<file path="src/hw/rtl/usbao_pkg.sv">
// Package: widths, descriptor codes and the result word type of the descriptor scanner.
`default_nettype none

package usbao_pkg;

  // Field widths.
  localparam int ByteW    = 8;
  localparam int PacketW  = 11;
  localparam int RateW    = 24;
  localparam int FlagW    = 3;

  // Bytes 1 to 10 of each descriptor are kept.
  localparam int CaptureDepth = 10;
  localparam int CaptureIdxW  = $clog2(CaptureDepth);

  // Descriptor type and class codes.
  localparam logic [ByteW-1:0] TypeIface      = 8'h04;
  localparam logic [ByteW-1:0] TypeEndpoint   = 8'h05;
  localparam logic [ByteW-1:0] TypeClassIface = 8'h24;
  localparam logic [ByteW-1:0] AudioClass     = 8'h01;
  localparam logic [ByteW-1:0] AsSubclass     = 8'h02;
  localparam logic [ByteW-1:0] SubGeneral     = 8'h01;
  localparam logic [ByteW-1:0] SubFormat      = 8'h02;
  localparam logic [ByteW-1:0] FmtTypeOne     = 8'h01;
  localparam logic [15:0]      TagPcm         = 16'h0001;
  localparam logic [1:0]       XferIso        = 2'b01;

  // Minimum descriptor lengths.
  localparam logic [ByteW-1:0] MinLength      = 8'd2;
  localparam logic [ByteW-1:0] IfaceMinLen    = 8'd9;
  localparam logic [ByteW-1:0] ClassMinLen    = 8'd3;
  localparam logic [ByteW-1:0] GeneralMinLen  = 8'd7;
  localparam logic [ByteW-1:0] FormatMinLen   = 8'd11;
  localparam logic [ByteW-1:0] EndpointMinLen = 8'd7;
  localparam logic [ByteW-1:0] LastCaptureOff = 8'd10;

  // Values required of a complete streaming setting.
  localparam logic [ByteW-1:0] WantSubframe = 8'd2;
  localparam logic [ByteW-1:0] WantBits     = 8'd16;

  // Group flag bit positions.
  localparam int FlagAs  = 0;
  localparam int FlagPcm = 1;
  localparam int FlagFmt = 2;

  // One result word.
  typedef struct packed {
    logic               found;
    logic [ByteW-1:0]   iface_number;
    logic [ByteW-1:0]   alt_setting;
    logic [ByteW-1:0]   endpoint_address;
    logic [PacketW-1:0] max_packet;
    logic [ByteW-1:0]   channel_count;
    logic [ByteW-1:0]   subframe_bytes;
    logic [ByteW-1:0]   resolution_bits;
    logic [RateW-1:0]   sample_rate;
  } result_t;

endpackage

`default_nettype wire

</file>
<file path="src/hw/rtl/usbao_if.sv">
// Interfaces: the descriptor byte channel and the result channel of the scanner.
`default_nettype none

interface usbao_byte_if import usbao_pkg::*; ();
  logic             valid;
  logic             ready;
  logic [ByteW-1:0] data_byte;
  logic             end_of_set;

  modport source (output valid, output data_byte, output end_of_set, input ready);
  modport sink   (input valid, input data_byte, input end_of_set, output ready);
endinterface

interface usbao_result_if import usbao_pkg::*; ();
  logic               valid;
  logic               ready;
  logic               found;
  logic [ByteW-1:0]   iface_number;
  logic [ByteW-1:0]   alt_setting;
  logic [ByteW-1:0]   endpoint_address;
  logic [PacketW-1:0] max_packet;
  logic [ByteW-1:0]   channel_count;
  logic [ByteW-1:0]   subframe_bytes;
  logic [ByteW-1:0]   resolution_bits;
  logic [RateW-1:0]   sample_rate;

  modport source (output valid, output found, output iface_number, output alt_setting,
                  output endpoint_address, output max_packet, output channel_count,
                  output subframe_bytes, output resolution_bits, output sample_rate,
                  input ready);
  modport sink   (input valid, input found, input iface_number, input alt_setting,
                  input endpoint_address, input max_packet, input channel_count,
                  input subframe_bytes, input resolution_bits, input sample_rate,
                  output ready);
endinterface

`default_nettype wire

</file>
<file path="src/hw/rtl/usb_audio_out_descriptor_scanner.sv">
// Top level: USB audio OUT streaming-setting scanner over a configuration descriptor set.
//
//   Channel   Dir  Word                      Accepted when
//   bytes     in   data_byte, end_of_set     bytes.valid && bytes.ready
//   result    out  found and setting fields  result.valid && result.ready
//
// One byte is taken per cycle while bytes.ready is high; each byte is handled by
// the state update in the same cycle it is accepted. The word with end_of_set set
// registers one result word in the output register, or in the skid register behind
// it while the output register holds a word not taken. Bytes keep flowing while a
// result waits; bytes.ready drops only when both hold one. Reset (rst, synchronous)
// clears scan state and both output stages; each set's end also resets scan state.
`default_nettype none

module usb_audio_out_descriptor_scanner import usbao_pkg::*; (
  input  wire logic      clk,
  input  wire logic      rst,
  usbao_byte_if.sink     bytes,
  usbao_result_if.source result
);

  // Current group of interface, class and endpoint settings.
  typedef struct packed {
    logic [ByteW-1:0]   iface;
    logic [ByteW-1:0]   alt;
    logic [FlagW-1:0]   flags;
    logic [ByteW-1:0]   channels;
    logic [ByteW-1:0]   subframe;
    logic [ByteW-1:0]   bits;
    logic [RateW-1:0]   rate;
    logic [ByteW-1:0]   endpoint;
    logic [PacketW-1:0] packet;
  } group_t;

  function automatic logic setting_ok(input group_t g);
    setting_ok = (g.flags == {FlagW{1'b1}}) && (g.alt != '0) && (g.channels != '0) &&
                 (g.subframe == WantSubframe) && (g.bits == WantBits) &&
                 (g.rate != '0) && (g.endpoint != '0);
  endfunction

  // Scan state.
  logic [ByteW-1:0] byte_offset, byte_offset_next;
  logic [ByteW-1:0] descriptor_length, descriptor_length_next;
  logic             scan_stopped, scan_stopped_next;
  group_t           group, group_next;
  logic [ByteW-1:0] capture_bytes [CaptureDepth];
  logic [ByteW-1:0] view [CaptureDepth];

  // Output register and skid register.
  result_t out_word, skid_word, res_word;
  logic    out_valid, skid_valid;

  logic                   in_fire, out_fire, res_fire;
  logic                   cap_we, finish, in_as, iface_stop;
  logic [CaptureIdxW-1:0] cap_idx;
  logic [ByteW-1:0]       off_inc;

  assign in_fire     = bytes.valid && bytes.ready;
  assign out_fire    = result.valid && result.ready;
  assign res_fire    = in_fire && bytes.end_of_set;
  assign bytes.ready = !skid_valid;

  // Byte position tracking and capture write.
  always_comb begin
    byte_offset_next       = byte_offset;
    descriptor_length_next = descriptor_length;
    scan_stopped_next      = scan_stopped;
    cap_we                 = 1'b0;
    finish                 = 1'b0;
    cap_idx                = byte_offset[CaptureIdxW-1:0] - CaptureIdxW'(1);
    off_inc                = byte_offset + ByteW'(1);
    if (in_fire && !scan_stopped) begin
      if (byte_offset == '0) begin
        descriptor_length_next = bytes.data_byte;
        if (bytes.data_byte < MinLength) begin
          scan_stopped_next = 1'b1;
        end else begin
          byte_offset_next = ByteW'(1);
        end
      end else begin
        cap_we = (byte_offset <= LastCaptureOff);
        if (off_inc >= descriptor_length) begin
          byte_offset_next = '0;
          finish           = 1'b1;
        end else begin
          byte_offset_next = off_inc;
        end
      end
    end
  end

  // Captured bytes with the byte of this cycle merged in.
  always_comb begin
    for (int i = 0; i < CaptureDepth; i++) begin
      view[i] = (cap_we && (cap_idx == CaptureIdxW'(i))) ? bytes.data_byte : capture_bytes[i];
    end
  end

  // Apply a finished descriptor to the group.
  assign in_as = group.flags[FlagAs] && (group.alt != '0);

  always_comb begin
    group_next = group;
    iface_stop = 1'b0;
    if (finish) begin
      if (view[0] == TypeIface && descriptor_length >= IfaceMinLen) begin
        if (setting_ok(group)) begin
          iface_stop = 1'b1;
        end else begin
          group_next        = '0;
          group_next.iface  = view[1];
          group_next.alt    = view[2];
          group_next.flags[FlagAs] = (view[4] == AudioClass) && (view[5] == AsSubclass);
        end
      end else if (view[0] == TypeClassIface && in_as && descriptor_length >= ClassMinLen) begin
        if (view[1] == SubGeneral && descriptor_length >= GeneralMinLen) begin
          group_next.flags[FlagPcm] = ({view[5], view[4]} == TagPcm);
        end else if (view[1] == SubFormat && descriptor_length >= FormatMinLen) begin
          group_next.flags[FlagFmt] = (view[2] == FmtTypeOne) && (view[6] != '0);
          group_next.channels       = view[3];
          group_next.subframe       = view[4];
          group_next.bits           = view[5];
          group_next.rate           = {view[9], view[8], view[7]};
        end
      end else if (view[0] == TypeEndpoint && in_as && descriptor_length >= EndpointMinLen) begin
        if (view[2][1:0] == XferIso && !view[1][ByteW-1]) begin
          group_next.endpoint = view[1];
          group_next.packet   = {view[4][PacketW-ByteW-1:0], view[3]};
        end
      end
    end
  end

  // Result word for the end of the set; fields are zero unless found.
  always_comb begin
    res_word = '0;
    if (setting_ok(group_next)) begin
      res_word.found            = 1'b1;
      res_word.iface_number     = group_next.iface;
      res_word.alt_setting      = group_next.alt;
      res_word.endpoint_address = group_next.endpoint;
      res_word.max_packet       = group_next.packet;
      res_word.channel_count    = group_next.channels;
      res_word.subframe_bytes   = group_next.subframe;
      res_word.resolution_bits  = group_next.bits;
      res_word.sample_rate      = group_next.rate;
    end
  end

  // Scan state registers; the end of the set returns them to reset.
  always_ff @(posedge clk) begin
    if (rst || res_fire) begin
      byte_offset       <= '0;
      descriptor_length <= '0;
      scan_stopped      <= 1'b0;
      group             <= '0;
    end else begin
      byte_offset       <= byte_offset_next;
      descriptor_length <= descriptor_length_next;
      scan_stopped      <= scan_stopped_next || iface_stop;
      group             <= group_next;
    end
  end

  // Capture store, written only inside the current descriptor.
  always_ff @(posedge clk) begin
    if (cap_we) begin
      capture_bytes[cap_idx] <= bytes.data_byte;
    end
  end

  // Output register and skid register control.
  always_ff @(posedge clk) begin
    if (rst) begin
      out_valid  <= 1'b0;
      skid_valid <= 1'b0;
    end else begin
      if (skid_valid && out_fire) begin
        out_valid  <= 1'b1;
        skid_valid <= 1'b0;
      end else if (res_fire && out_valid && !result.ready) begin
        skid_valid <= 1'b1;
      end else if (res_fire) begin
        out_valid <= 1'b1;
      end else if (out_fire) begin
        out_valid <= 1'b0;
      end
    end
  end

  // Output and skid payload.
  always_ff @(posedge clk) begin
    if (skid_valid && out_fire) begin
      out_word <= skid_word;
    end else if (res_fire && out_valid && !result.ready) begin
      skid_word <= res_word;
    end else if (res_fire) begin
      out_word <= res_word;
    end
  end

  assign result.valid            = out_valid;
  assign result.found            = out_word.found;
  assign result.iface_number     = out_word.iface_number;
  assign result.alt_setting      = out_word.alt_setting;
  assign result.endpoint_address = out_word.endpoint_address;
  assign result.max_packet       = out_word.max_packet;
  assign result.channel_count    = out_word.channel_count;
  assign result.subframe_bytes   = out_word.subframe_bytes;
  assign result.resolution_bits  = out_word.resolution_bits;
  assign result.sample_rate      = out_word.sample_rate;

  // The skid register holds a word only behind a full output register.
  a_skid_behind_out: assert property (@(posedge clk) disable iff (rst)
    skid_valid |-> out_valid)
    else $error("skid register full while output register empty");

  // The last byte of a set always leaves a result word waiting.
  a_last_gives_result: assert property (@(posedge clk) disable iff (rst)
    res_fire |=> out_valid)
    else $error("no result word after the last byte of a set");

  // The last byte of a set returns the scan to its start.
  a_last_resets_scan: assert property (@(posedge clk) disable iff (rst)
    res_fire |=> (byte_offset == '0) && !scan_stopped && (group == '0))
    else $error("scan state not cleared after the last byte of a set");

  // A word without a found setting carries only zero fields.
  a_not_found_zero: assert property (@(posedge clk) disable iff (rst)
    (out_valid && !out_word.found) |->
      (out_word.sample_rate == '0) && (out_word.endpoint_address == '0) &&
      (out_word.alt_setting == '0) && (out_word.max_packet == '0))
    else $error("result word without a setting carries nonzero fields");

endmodule

`default_nettype wire

</file>
<file path="src/flat_wrapper.sv">
// flat-port wrapper written by rule: the top's interface ports become plain ports
module usb_audio_out_descriptor_scanner_flat import usbao_pkg::*;
  (clk, rst, bytes_valid, bytes_data_byte, bytes_end_of_set, bytes_ready, result_valid, result_found, result_iface_number, result_alt_setting, result_endpoint_address, result_max_packet, result_channel_count, result_subframe_bytes, result_resolution_bits, result_sample_rate, result_ready);
  usbao_byte_if bytes_i ();
  usbao_result_if result_i ();
  input  wire logic clk;
  input  wire logic rst;
  input wire logic [$bits(bytes_i.valid)-1:0] bytes_valid;
  input wire logic [$bits(bytes_i.data_byte)-1:0] bytes_data_byte;
  input wire logic [$bits(bytes_i.end_of_set)-1:0] bytes_end_of_set;
  output wire logic [$bits(bytes_i.ready)-1:0] bytes_ready;
  output wire logic [$bits(result_i.valid)-1:0] result_valid;
  output wire logic [$bits(result_i.found)-1:0] result_found;
  output wire logic [$bits(result_i.iface_number)-1:0] result_iface_number;
  output wire logic [$bits(result_i.alt_setting)-1:0] result_alt_setting;
  output wire logic [$bits(result_i.endpoint_address)-1:0] result_endpoint_address;
  output wire logic [$bits(result_i.max_packet)-1:0] result_max_packet;
  output wire logic [$bits(result_i.channel_count)-1:0] result_channel_count;
  output wire logic [$bits(result_i.subframe_bytes)-1:0] result_subframe_bytes;
  output wire logic [$bits(result_i.resolution_bits)-1:0] result_resolution_bits;
  output wire logic [$bits(result_i.sample_rate)-1:0] result_sample_rate;
  input wire logic [$bits(result_i.ready)-1:0] result_ready;
  assign bytes_i.valid = bytes_valid;
  assign bytes_i.data_byte = bytes_data_byte;
  assign bytes_i.end_of_set = bytes_end_of_set;
  assign bytes_ready = bytes_i.ready;
  assign result_valid = result_i.valid;
  assign result_found = result_i.found;
  assign result_iface_number = result_i.iface_number;
  assign result_alt_setting = result_i.alt_setting;
  assign result_endpoint_address = result_i.endpoint_address;
  assign result_max_packet = result_i.max_packet;
  assign result_channel_count = result_i.channel_count;
  assign result_subframe_bytes = result_i.subframe_bytes;
  assign result_resolution_bits = result_i.resolution_bits;
  assign result_sample_rate = result_i.sample_rate;
  assign result_i.ready = result_ready;
  usb_audio_out_descriptor_scanner u_core (.clk(clk), .rst(rst), .bytes(bytes_i), .result(result_i));
endmodule
</file>
<file path="config.mk">
export PLATFORM = sky130hd
export DESIGN_NAME = usb_audio_out_descriptor_scanner_flat
export DESIGN_NICKNAME = d
export VERILOG_FILES = /design/src/hw/rtl/usbao_pkg.sv /design/src/hw/rtl/usbao_if.sv /design/src/hw/rtl/usb_audio_out_descriptor_scanner.sv /design/src/flat_wrapper.sv
export SDC_FILE = /design/constraint.sdc
export NUM_CORES = 1
export LEC_CHECK = 0
export ABC_CLOCK_PERIOD_IN_PS = 11300
export BUFFER_PORTS_ARGS = -buffer_cell sky130_fd_sc_hd__buf_2
export CAP_MARGIN = 20
export CORE_MARGIN = 3
export CORE_UTILIZATION = 61
export CTS_CLUSTER_SIZE = 40
export DETAILED_ROUTE_END_ITERATION = 8
export PLACE_DENSITY = 0.8
export SYNTH_ARGS = -nofsm -noshare
export SYNTH_HDL_FRONTEND = slang
export SYNTH_SLANG_ARGS = --single-unit
</file>
<file path="constraint.sdc">
create_clock -name clk -period 11.3 [get_ports clk]
set_input_delay 1.695 -clock clk [delete_from_list [all_inputs] [get_ports clk]]
set_output_delay 1.695 -clock clk [all_outputs]
set_load 0.03 [all_outputs]
</file>
## Word-level counts from Yosys, hierarchy flattened

Memory sizes are Yosys's and may differ from the RTL's.
Cells that the tools add are included.

- Latch bits: 0
- Output and inout port bits: 86
- Input port bits: 13
- RAM bits: 80
- Memories: 1
- Flip-flop bits (word level): 273
- Memory bits (read-only): 0

- Add/sub/neg operators: 2
- Mux-type cells: 50
- $lt $le $gt $ge: 7
- Bitwise gates (word level): 1
- Shift operators: 0
- Equal/unequal tests: 27
- Divide/modulo/power cells: 0
- Reduce and logical (&&, ||, !) cells: 65
- $mul: 0

Memory list:

| name | words | width | read ports | clocked after Yosys merged registers in | write ports | RTL line | RTL |
|---|---|---|---|---|---|---|---|
| u_core.capture_bytes | 10 | 8 | 10 | 0 | 1 | usb_audio_out_descriptor_scanner.sv:46 | `logic [ByteW-1:0] capture_bytes [CaptureDepth];` |

Operators by type and width:

| kind | count |
|---|---|
| 84-bit 2-to-1 mux | 4 |
| 86-bit 2-to-1 mux | 2 |
| 48-bit 2-to-1 mux | 3 |
| 8-bit 2-to-1 mux | 13 |
| 67-bit 2-to-1 mux | 1 |
| 19-bit 2-to-1 mux | 3 |
| 8-bit nonzero test | 7 |
| 24-bit nonzero test | 2 |
| 1-bit logical AND | 40 |
| 8-bit by 2-bit equality test with 1-bit output (second input constant) | 4 |
| 8-bit by 1-bit equality test with 1-bit output (second input constant) | 3 |
| 1-bit 2-to-1 mux | 21 |
| 16-bit by 1-bit equality test with 1-bit output (second input constant) | 1 |
| 4-bit by 3-bit equality test with 1-bit output (second input constant) | 4 |
| 8-bit by 3-bit equality test with 1-bit output (second input constant) | 2 |
| 8-bit by 5-bit equality test with 1-bit output (second input constant) | 2 |
| 8-bit by 4-bit greater-or-equal comparator with 1-bit output (second input constant) | 2 |
| 16-bit 2-to-1 mux | 1 |
| 2-bit AND reduction | 5 |
| 8-bit by 1-bit adder with 8-bit output (second input constant) | 1 |
| 4-bit by 2-bit equality test with 1-bit output (second input constant) | 2 |
| 4-bit equality test (second input constant) | 2 |
| 8-bit by 6-bit equality test with 1-bit output (second input constant) | 1 |
| 8-bit by 2-bit greater-or-equal comparator with 1-bit output (second input constant) | 1 |
| other kinds (19) | 25 |

## Longest topological paths before layout

Gate-level depths: netlist (run 1).

- Depth after elaboration: 24
- Gate-level depth with buffers: 20

## Worst setup path after synthesis (run 1)

No wires, ideal clock.

- Path type: input to register
- Start point: input port bytes_valid
- End point: register u_core.skid_word[0] (netlist name) (enable)
- Stages: 3
- Buffers on the path: 0
- Data required time: 10.649 ns
- Data arrival time: 8.123 ns
- Setup time: 0.651 ns
- Path slack: 2.527 ns
- Path through: nor2b_1 nand2_1 nor3b_1

- Cells in the longest elaborated chain, start to end: 5

RTL lines:

| element | RTL line | RTL |
|---|---|---|
| from (decl) | flat_wrapper.sv:8 | `input wire logic [$bits(bytes_i.valid)-1:0] bytes_valid;` |
| 1-bit logical AND | usb_audio_out_descriptor_scanner.sv:58 | `assign in_fire = bytes.valid && bytes.ready;` |
| 1-bit logical AND | usb_audio_out_descriptor_scanner.sv:60 | `assign res_fire = in_fire && bytes.end_of_set;` |
| 1-bit logical AND (2 in a row) | usb_audio_out_descriptor_scanner.sv:195 | `end else if (res_fire && out_valid && !result.ready) begin` |
| 2-bit AND reduction (no line) | -- |  |
| to (signal assigned) | usb_audio_out_descriptor_scanner.sv:196 | `skid_word <= res_word;` |
| to (decl) | usb_audio_out_descriptor_scanner.sv:50 | `result_t out_word, skid_word, res_word;` |

No other way between the ends.
A chain may end at the register's enable or synchronous reset.

## Final worst setup path (run 1)

- Start point: register u_core.byte_offset[2]
- End point: register u_core.out_word (netlist bit u_core.result.max_packet[10]), data pin

- Cells in the longest elaborated chain, start to end: 23
- Elaborated cells between the ends (all ways): 95
- Those cells by class: add/sub: 2; order compare: 2; eq/ne: 22; mux: 35; reduce/logical: 34

RTL lines:

| element | RTL line | RTL |
|---|---|---|
| from (decl) | usb_audio_out_descriptor_scanner.sv:42 | `logic [ByteW-1:0] byte_offset, byte_offset_next;` |
| from (signal assigned) | usb_audio_out_descriptor_scanner.sv:158 | `byte_offset <= byte_offset_next;` |
| 8-bit by 4-bit less-or-equal comparator with 1-bit output or 8-bit zero test (tied branches) | usb_audio_out_descriptor_scanner.sv:81, usb_audio_out_descriptor_scanner.sv:73 |  |
| 1-bit 2-to-1 mux | usb_audio_out_descriptor_scanner.sv:73 | `if (byte_offset == '0) begin` |
| 1-bit 2-to-1 mux | usb_audio_out_descriptor_scanner.sv:72 | `if (in_fire && !scan_stopped) begin` |
| 1-bit logical AND | usb_audio_out_descriptor_scanner.sv:95 | `view[i] = (cap_we && (cap_idx == CaptureIdxW'(i))) ? bytes.data_byte : capture_bytes[i];` |
| 8-bit 2-to-1 mux | usb_audio_out_descriptor_scanner.sv:95 |  |
| 8-bit by 1-bit equality test with 1-bit output, or another cell as far along | usb_audio_out_descriptor_scanner.sv:119 | `group_next.flags[FlagFmt] = (view[2] == FmtTypeOne) && (view[6] != '0);` |
| 1-bit logical AND, on equally long branches | usb_audio_out_descriptor_scanner.sv:119, usb_audio_out_descriptor_scanner.sv:118 |  |
| 1-bit 2-to-1 mux | usb_audio_out_descriptor_scanner.sv:118 | `end else if (view[1] == SubFormat && descriptor_length >= FormatMinLen) begin` |
| [... 4 more ...] | -- |  |
| 3-bit equality test | usb_audio_out_descriptor_scanner.sv:36 | `setting_ok = (g.flags == {FlagW{1'b1}}) && (g.alt != '0) && (g.channels != '0) &&` |
| 1-bit logical AND (3 in a row) | usb_audio_out_descriptor_scanner.sv:36 |  |
| 1-bit logical AND (2 in a row) | usb_audio_out_descriptor_scanner.sv:37 | `(g.subframe == WantSubframe) && (g.bits == WantBits) &&` |
| 1-bit logical AND | usb_audio_out_descriptor_scanner.sv:38 | `(g.rate != '0) && (g.endpoint != '0);` |
| 84-bit 2-to-1 mux * | usb_audio_out_descriptor_scanner.sv:137 | `if (setting_ok(group_next)) begin` |
| 84-bit 2-to-1 mux * | usb_audio_out_descriptor_scanner.sv:197 | `end else if (res_fire) begin` |
| 84-bit 2-to-1 mux * | usb_audio_out_descriptor_scanner.sv:195 |  |
| 84-bit 2-to-1 mux * | usb_audio_out_descriptor_scanner.sv:193 | `if (skid_valid && out_fire) begin` |
| to (signal assigned) | usb_audio_out_descriptor_scanner.sv:194 | `out_word <= skid_word;` |
| to (signal assigned) | usb_audio_out_descriptor_scanner.sv:198 | `out_word <= res_word;` |
| to (decl) | usb_audio_out_descriptor_scanner.sv:50 |  |

Mark *: on every way between the ends. The rest lies on a longest branch, timed or not. The select of a mux whose other input is x is not followed.

==> results of run 1 <==
synth_stat cells (all sizes together) (5+ instances only):
| library cell | n | area share [%] |
|---|---|---|
| mux2 | 13 | 0.94 |
| and3 | 8 | 0.32 |
| o22ai | 8 | 0.32 |
| o31ai | 49 | 3.9 |
| and2 | 17 | 0.70 |
| nand2 | 108 | 2.6 |
| nor4 | 22 | 1.1 |
| nand3 | 25 | 0.83 |
| edfxtp | 248 | 48 |
| o2bb2ai | 5 | 0.28 |
| a22oi | 12 | 0.58 |
| nor2 | 199 | 4.8 |
| nor4b | 10 | 0.56 |
| inv | 19 | 0.46 |
| a21oi | 47 | 1.5 |
| nand2b | 10 | 0.40 |
| dfxtp | 105 | 13 |
| a31oi | 38 | 1.5 |
| mux2i | 67 | 4.3 |
| nor3 | 88 | 2.9 |
| or4 | 10 | 0.50 |
| ha | 14 | 1.1 |
| o21ai | 47 | 1.5 |
| nand4 | 10 | 0.40 |
| clkbuf | 60 | 1.4 |
| buf | 28 | 1.2 |
| a211oi | 9 | 0.46 |
stage by stage:
stage / hold WS (ns) / total power (W) / area (sq um)
after global placement: 0.459 / 0.00153 / 16400
after CTS: 0.478 / 0.00270 / 17600
after floorplan: 0.448 / 0.00150 / 15700
after detailed placement: 0.469 / 0.00153 / 16400
after global routing: 0.516 / 0.00276 / 17600
final: 0.478 / 0.00269 / 17600
power by group:
part | internal (W) | total [W] | leakage [nW] | switching, W
clock network | 0.000702 | 0.00118 | 0.575 | 0.000482
logic | 0.0000244 | 0.000103 | 2.26 | 0.0000791
registers | 0.00139 | 0.00140 | 3.02 | 0.00000666
sequential cells by signal, summed over array words and instances (netlist names), 11 cells and up:
name,cells
u_core.capture_bytes,80
u_core.group,86
u_core.result.max_packet,11
u_core.result.sample_rate,24
u_core.skid_word,84
cells by family after synthesis:
| logic type | share of synthesized area [%] |
|---|---|
| xor gates and xnor gates | 0.336 |
| AOI/OAI and AO/OA | 12.8 |
| and+or+nand+nor | 16.4 |
| other | 0.0240 |
| buffers and inverters | 3.13 |
| muxes | 5.22 |
| adders and majority gates | 1.12 |
| DFF | 61.0 |
final timing paths:
check / to / slack (ns) / cells past startpoint
worst max register to register: u_core.result.max_packet[10] / 5.00 / 16
worst min register to register: u_core.group[43] / 0.48 / 2
worst min-delay path: u_core.group[43] / 0.48 / 2
worst max-delay path: u_core.result.max_packet[10] / 5.00 / 16
layout make-up:
cell class	count	area share [%]
clock buffer	53	5.81
timing repair buffer	119	3.90
inverter	19	0.405
multi-input combinational	906	32.5
sequential	353	54.2
clock inverter	12	0.887
tap	324	2.30
tightest hold or removal path: stages (launching register included):
cell,delay (ns)
dfxtp_1,0.31
nand3_1,0.06
a21oi_1,0.06
metal layers:
metal	part of all wire [%]	GRT usage (%)	vias to the layer above	wire [microns]
li1	-	-	5210	-
met1	42	37.4	5428	15900
met2	47	42.4	529	17700
met3	7.7	4.40	82	2890
met4	2.8	7.96	0	1050
met5	0	0	-	0
==> reports/metrics.yaml, run 1 <==
n_fill_cell: 1715
grt-ovfl-total: 0
end_kind: "flop"
portBuffers: 98
wl_mm: 37.5
final_cell_mix: "edfxtp_1 (248), nor2_1 (198), nand2_1 (107), dfxtp_1 (105), buf_2 (98)"
cts_buffers: 36
gp_congestion: 0.990
final_common_cell: "edfxtp_1"
hp-class: "reg2reg"
layout.cells.non_filler: 1786
cp_max_fo: 68
fin_setup_tns_ns: 0
clock_latency_ns: 0.52
cts_tree: "yes"
cp.arrival_ns: 6.61
avgSynthCellArea_sq_um: 11.6
ys_seq_area_share_pct: 61.0
cts-hold-fix-buffers: 0
vdd_drop_max_mv: 0.144
cp.required_ns: 11.62
synthCells: 1353
die_w_microns: 166
fin_ws_ns: 5.00
post_cts_resized: 0
path_delay_family: "compound AO/OA/AOI/OAI gates"
final-setup-viol-count: 0
htreeDepth: 2
avgViaCountPerCell: 6.30
status: "finished, final reports clean"
skew_ns: 0.0150
wl_per_cell_microns: 21.0
worstMarginPinSlew_ns: 1.08
synthToLayoutAreaGrowth_pct: 12.6
drv_cap: 0
nets: 1462
post-dp-hpwl_mm: 23.8
cts_num_sinks: 353
ys.flop_type: "edfxtp_1"
place_ws_ns: 4.65
path_cells: "inv_1 -> nor3_1 -> and3_1 -> xor2_1 -> ha_1 -> nand4_1 -> o31ai_1 -> o31a_1 -> nand3_2 -> buf_4 -> a2111oi_0 -> o22ai_1 -> nor4_2 -> nand4b_4 -> buf_4 -> o31ai_2"
setup.worst_path.class: "reg2reg"
ys_ff_latch: 353
vias: 11200
grt_max_degree: 104
num_antenna_cells: 0
synth_area_sq_mm: 0.0156
finalMaxSlewViolations: 0
root_buffer: "clkbuf_16"
p_leak_nw: 5.86
layout-drive-gt1-share_pct: 17.8
hold_viol: 0
grt_usage_pct: 26.4
crit_start: "u_core.byte_offset[2]"
synth-edff-count: 248
period_share_pct: 55.7
maxSlewHeadroom_pct: 28.3
r2r_start: "u_core.byte_offset[2]"
seq_area_sq_mm: 0.00955
multi_input_comb_area_sq_mm: 0.00573
final_util_pct: 71.2
ios: 99
die_h_microns: 166
crit_buf_inv: 3
async_reset_ff_share_pct: 0
p_per_area_mw_per_mm2: 152
drt_iter0_markers: 1333
max_freq_ghz: 0.159
die_area_sq_mm: 0.0276
dr.pass1.iters: 6
clkTransAtPathRegs_ns: 0.06
ant_nets: 0
fin_crit_ns: 6.30
grt_pass1_vias: 10800
antenna_found_initial: 0
clk_path_buf_depth: 3
postCtsSetupBuffers: 0
rsz0062_at_grt: "no"
slowest_delay_ns: 0.64
coreArea_sq_mm: 0.0247
rows: 57
grt_pass1_wl_mm: 59.3
start_kind: "flop"
path_common_cell: "buf_4"
remaining_drc_errors: 0
slowest_stage: "a2111oi_0"
start_util_pct: 63.2
dp_cells: 1719
synth_cell_type_count: 81
min_from: "u_core.group[43]"
yosys_warnings: 0
Note: power is estimated with default switching activity, not from simulation.
==> inputs of run 2 (changes only) <==
Settings changed: ABC_CLOCK_PERIOD_IN_PS 11300 to 5300, CORE_UTILIZATION 61 to 55, PLACE_DENSITY 0.8 to 0.76.
Clock period 11.3 ns to 5.3 ns, I/O delays scaled along.
==> run 2 against run 1 <==
Register-to-register slack got worse by 4.6 ns. Combinational power rose by 120%. Largest cell class unchanged. Critical endpoint is now u_core.result.channel_count[4]. Sequential power up 110%. Largest power group unchanged. Die area grew 11%.
==> reports/metrics.yaml, run 2 (same netlist as run 1, synthesis figures left out) <==
final-setup-viol-count: 0
start_util_pct: 56.0
skew_ns: 0.0185
rows: 61
hp-class: "in2reg"
globalRoute.busiestLayer: "met2"
clk_path_buf_depth: 3
drv_cap: 0
start_kind: "flop"
dpl_cell_area_sq_mm: 0.0169
seq_area_sq_mm: 0.00955
slowest_stage: "dfxtp_1"
gp_congestion: 0.922
power_frac_comb_pct: 4.0
clock_latency_ns: 0.54
final_util_pct: 65.1
synthToLayoutAreaGrowth_pct: 16.3
cp.required_ns: 5.57
grt-ovfl-total: 0
wl_mm: 37.7
root_buffer: "clkbuf_16"
drt_iter0_markers: 1157
die_area_sq_mm: 0.0305
clkTransAtPathRegs_ns: 0.06
max_freq_ghz: 0.203
post-dp-hpwl_mm: 25.0
multi_input_comb_area_sq_mm: 0.00574
finalPower_w: 0.00584
rsz0062_at_grt: "no"
r2r_setup_slack_ns: 0.37
met1_usage_pct: 34.4
dr.pass1.iters: 5
fin_setup_tns_ns: 0
dp_cells: 1826
path_cells: "inv_1 -> nor3_1 -> and3_1 -> xor2_1 -> ha_1 -> nand4_1 -> o31ai_1 -> o31ai_2 -> nor2_1 -> nand2_1 -> buf_4 -> a22oi_1 -> nand2_1 -> nor4_4 -> buf_12 -> buf_12 -> o31ai_2"
wl_per_cell_microns: 19.9
stdcell_area_sq_mm: 0.0182
die_h_microns: 175
vias: 11300
grt_pass1_vias: 10600
maxSlewHeadroom_pct: 34.1
final_cell_mix: "edfxtp_1 (248), nor2_1 (198), nand2_1 (107), dfxtp_1 (105), buf_2 (98)"
largest_register_ffs: 86
slowest_delay_ns: 0.51
gr-usage-met3_pct: 3.13
ant_nets: 0
largest_registers: "u_core.group x86, u_core.skid_word x84, u_core.capture_bytes x80"
portBuffers: 98
htreeDepth: 2
die_w_microns: 175
cts_tree: "yes"
vdd_drop_max_mv: 0.276
n_fill_cell: 2099
grt_usage_pct: 24.2
fin_crit_ns: 4.93
p_sw_share_pct: 21.5
end_kind: "flop"
coreArea_sq_mm: 0.0279
crit_buf_inv: 4
p_leak_nw: 6.15
r2r_start: "u_core.byte_offset[0]"
regMostFlops: "u_core.group"
cts_num_sinks: 353
remaining_drc_errors: 0
cts-hold-fix-buffers: 0
cp.arrival_ns: 5.20
post_cts_resized: 0
p_int_w: 0.00458
ios: 99
hold_viol: 0
antenna_found_initial: 0
setup.worst_path.class: "reg2reg"
final_common_cell: "edfxtp_1"
grt_max_degree: 77
nets: 1514
cts_buffers: 37
timing.rr.end: "u_core.result.channel_count[4]"
worstMarginPinSlew_ns: 0.980
cp-endpoint: "u_core.result.channel_count[4]"
crit_start: "u_core.byte_offset[0]"
clkPwrFrac_pct: 44.9
grt.met2_usage_pct: 39.2
period_share_pct: 92.9
layout-drive-gt1-share_pct: 20.9
finalMaxSlewViolations: 0
postCtsSetupBuffers: 0
layout.cells.non_filler: 1894
cp_num_cells: 17
status: "finished, final reports clean"
cp_max_fo: 31
pwr-share-seq_pct: 51.1
path_delay_family: "simple AND/OR/NAND/NOR gates"
p_sw_w: 0.00125
num_antenna_cells: 0
p_per_area_mw_per_mm2: 321
rr_worst_depth: 17
avgViaCountPerCell: 5.99
grt_pass1_wl_mm: 59.1
-- run 2: cell count changes in the layout (fill, tap and decap cells not counted), sizes merged --
cell and change:
buf +51, bufinv +1, clkbuf -7, clkinv +9
clkinvlp +1, inv -1
-- run 2: worst min path at each step --
| stage | cells after the start | endpoint | slack (ns) | start |
|---|---|---|---|---|
| 3_3_place_gp | 2 | u_core.group[43] | 0.46 | u_core.group[43] |
| 5_1_grt | 2 | u_core.result.valid | 0.46 | rst |
| 4_1_cts | 2 | u_core.result.valid | 0.44 | rst |
| 6_report | 2 | u_core.result.valid | 0.45 | rst |
| 3_5_place_dp | 2 | u_core.group[43] | 0.46 | u_core.group[43] |
| 2_1_floorplan | 2 | u_core.group[43] | 0.45 | u_core.group[43] |
-- run 2: final cells by class --
type / instances / share of cell area [%]
Sequential cell: 353 / 52.5
Multi-Input combinational cell: 906 / 31.6
Timing Repair Buffer: 170 / 6.15
Clock buffer: 46 / 5.50
Tap cell: 378 / 2.60
Clock inverter: 22 / 1.33
Inverter: 19 / 0.392
-- run 2: power groups by stage --
stage	clock network, W	logic [W]	registers, W
detailed placement	0	0.000229	0.00304
finish	0.00262	0.000231	0.00298
floorplan	0	0.0000989	0.00309
global route	0.00276	0.000247	0.00299
global placement	0	0.000227	0.00304
CTS	0.00265	0.000230	0.00298
-- run 2: metal layers --
layer | vias to the layer above | routed length, microns
met4 | 0 | 1140
met5 | - | 0
met1 | 5532 | 16800
li1 | 5300 | -
met3 | 85 | 2220
met2 | 428 | 17600
-- run 2: per-stage QoR --
stage / setup slack [ns] / hold slack [ns]
4_1_cts: 0.266 / 0.439
5_1_grt: 0.113 / 0.461
2_1_floorplan: 0.425 / 0.448
3_3_place_gp: 0.375 / 0.457
6_report: 0.374 / 0.451
3_5_place_dp: 0.293 / 0.464
==> inputs of run 3 (changes only) <==
Settings changed: PLACE_DENSITY 0.76 to default, PLACE_DENSITY_LB_ADDON from default to 0.12.
==> run 3 against run 2 <==
Cell count decreased by 0.53%. Fmax fell by 0.33%. Core utilization down 0.48 points. Sequential share of layout area is 0.39 points higher. Die area is the same. Clock-buffer cell count up 4. Cell area is 0.74% lower. Sequential cell count unchanged. Combinational power is essentially flat. Clock skew shrank 0.00087 ns. Clock power is 6% lower.
==> reports/metrics.yaml, run 3 (same netlist as run 1, synthesis figures left out) <==
status: "finished, final reports clean"
hold_viol: 0
dr.pass1.iters: 5
worstMarginPinSlew_ns: 0.993
drv_cap: 0
skew_ns: 0.0176
p_per_area_mw_per_mm2: 313
finalMaxSlewViolations: 0
clkPwrFrac_pct: 43.2
rows: 61
regMostFlops: "u_core.group"
slowest_stage: "dfxtp_1"
ios: 99
grt_pass1_wl_mm: 58.7
clk_path_buf_depth: 3
grt-ovfl-total: 0
coreArea_sq_mm: 0.0279
maxSlewHeadroom_pct: 32.9
p_leak_nw: 6.08
wl_mm: 37.2
vias: 11100
root_buffer: "clkbuf_16"
antenna_found_initial: 0
die_area_sq_mm: 0.0305
setup.worst_path.class: "reg2reg"
wl_per_cell_microns: 19.7
gp_congestion: 0.928
final-setup-viol-count: 0
globalRoute.busiestLayer: "met2"
grt_pass1_vias: 10500
rsz0062_at_grt: "no"
final_common_cell: "edfxtp_1"
remaining_drc_errors: 0
final_cell_mix: "edfxtp_1 (248), nor2_1 (198), nand2_1 (106), dfxtp_1 (105), buf_2 (98)"
p_int_w: 0.00442
path_cells: "inv_1 -> nor3_1 -> buf_4 -> and3_1 -> xor2_1 -> ha_1 -> nand4_1 -> o31ai_1 -> o31ai_1 -> buf_4 -> nor2_1 -> nand2_2 -> a21oi_2 -> nand4b_1 -> nor4_4 -> buf_12 -> buf_12 -> o31ai_2"
met1_usage_pct: 35.9
num_antenna_cells: 0
start_util_pct: 56.0
cts_num_sinks: 353
end_kind: "flop"
post_cts_resized: 0
n_fill_cell: 2236
post-dp-hpwl_mm: 24.6
grt_usage_pct: 24.0
vdd_drop_max_mv: 0.275
cp_max_fo: 36
max_freq_ghz: 0.202
synthToLayoutAreaGrowth_pct: 15.4
die_h_microns: 175
pwr-share-seq_pct: 52.7
postCtsSetupBuffers: 0
p_sw_w: 0.00124
period_share_pct: 93.2
grt.met2_usage_pct: 37.3
slowest_delay_ns: 0.52
cp.required_ns: 5.55
avgViaCountPerCell: 5.89
clock_latency_ns: 0.53
final_util_pct: 64.7
drt_iter0_markers: 968
htreeDepth: 2
die_w_microns: 175
start_kind: "flop"
hp-class: "in2reg"
grt_max_degree: 85
largest_registers: "u_core.group x86, u_core.skid_word x84, u_core.capture_bytes x80"
portBuffers: 98
clkTransAtPathRegs_ns: 0.06
nets: 1504
fin_crit_ns: 4.94
power_frac_comb_pct: 4.1
cts_buffers: 37
finalPower_w: 0.00566
cts_tree: "yes"
p_sw_share_pct: 21.8
cp.arrival_ns: 5.19
ant_nets: 0
cts-hold-fix-buffers: 0
largest_register_ffs: 86
gr-usage-met3_pct: 3.59
fin_setup_tns_ns: 0
layout-drive-gt1-share_pct: 20.3
## run 3: metal layers
layer  vias up  part of all wire, %
li1       5293                    -
met1      5396                   47
met2       356                   45
met3        54                  5.9
met4         0                  2.1
met5         -                    0
## run 3: cell type report
type	count	area (sq um)	share of cell area (%)
clock inverters	18	139	0.769
repair buffers	160	1060	5.89
well taps	378	473	2.62
multi-input cells	906	5760	31.9
inverters	19	71.3	0.395
clock buffers	50	1010	5.57
flip-flops and latches	353	9550	52.9
## run 3: worst max-delay path, delay by kind of cell, from the launching register on
family	cells	cell delay (ns)
AO/OA/AOI/OAI	4	0.99
XOR/XNOR	1	0.10
adder cells (fa/ha/maj)	1	0.30
buffers and inverters	5	0.96
flip-flops	1	0.52
AND/OR/NAND/NOR	7	1.76
## run 3: per-stage QoR
step,hold WS [ns],worst slack [ns],instances,cell area [sq um]
after global routing,0.471,0.00151,1884,18100
after global placement,0.461,0.190,1815,16900
final,0.470,0.358,1884,18100
after floorplan,0.448,0.425,1366,15700
after detailed placement,0.480,0.165,1816,16900
after CTS,0.454,0.202,1884,18000
## run 3: power groups by stage
stage                     sequential [W]  combinational (W)  clock, W
after CTS                        0.00298           0.000232   0.00248
final                            0.00298           0.000232   0.00245
after global placement           0.00304           0.000227         0
after global routing             0.00299           0.000249   0.00260
after detailed placement         0.00304           0.000232         0
after floorplan                  0.00309          0.0000989         0
## run 3: final timing paths
kind	from	end	slack, ns	cells after the start
worst min register to register	u_core.group[43]	u_core.group[43]	0.49	2
worst min-delay path	rst	u_core.result.valid	0.47	2
worst max register to register	u_core.byte_offset[0]	u_core.result.max_packet[0]	0.36	18
worst max-delay path	u_core.byte_offset[0]	u_core.result.max_packet[0]	0.36	18
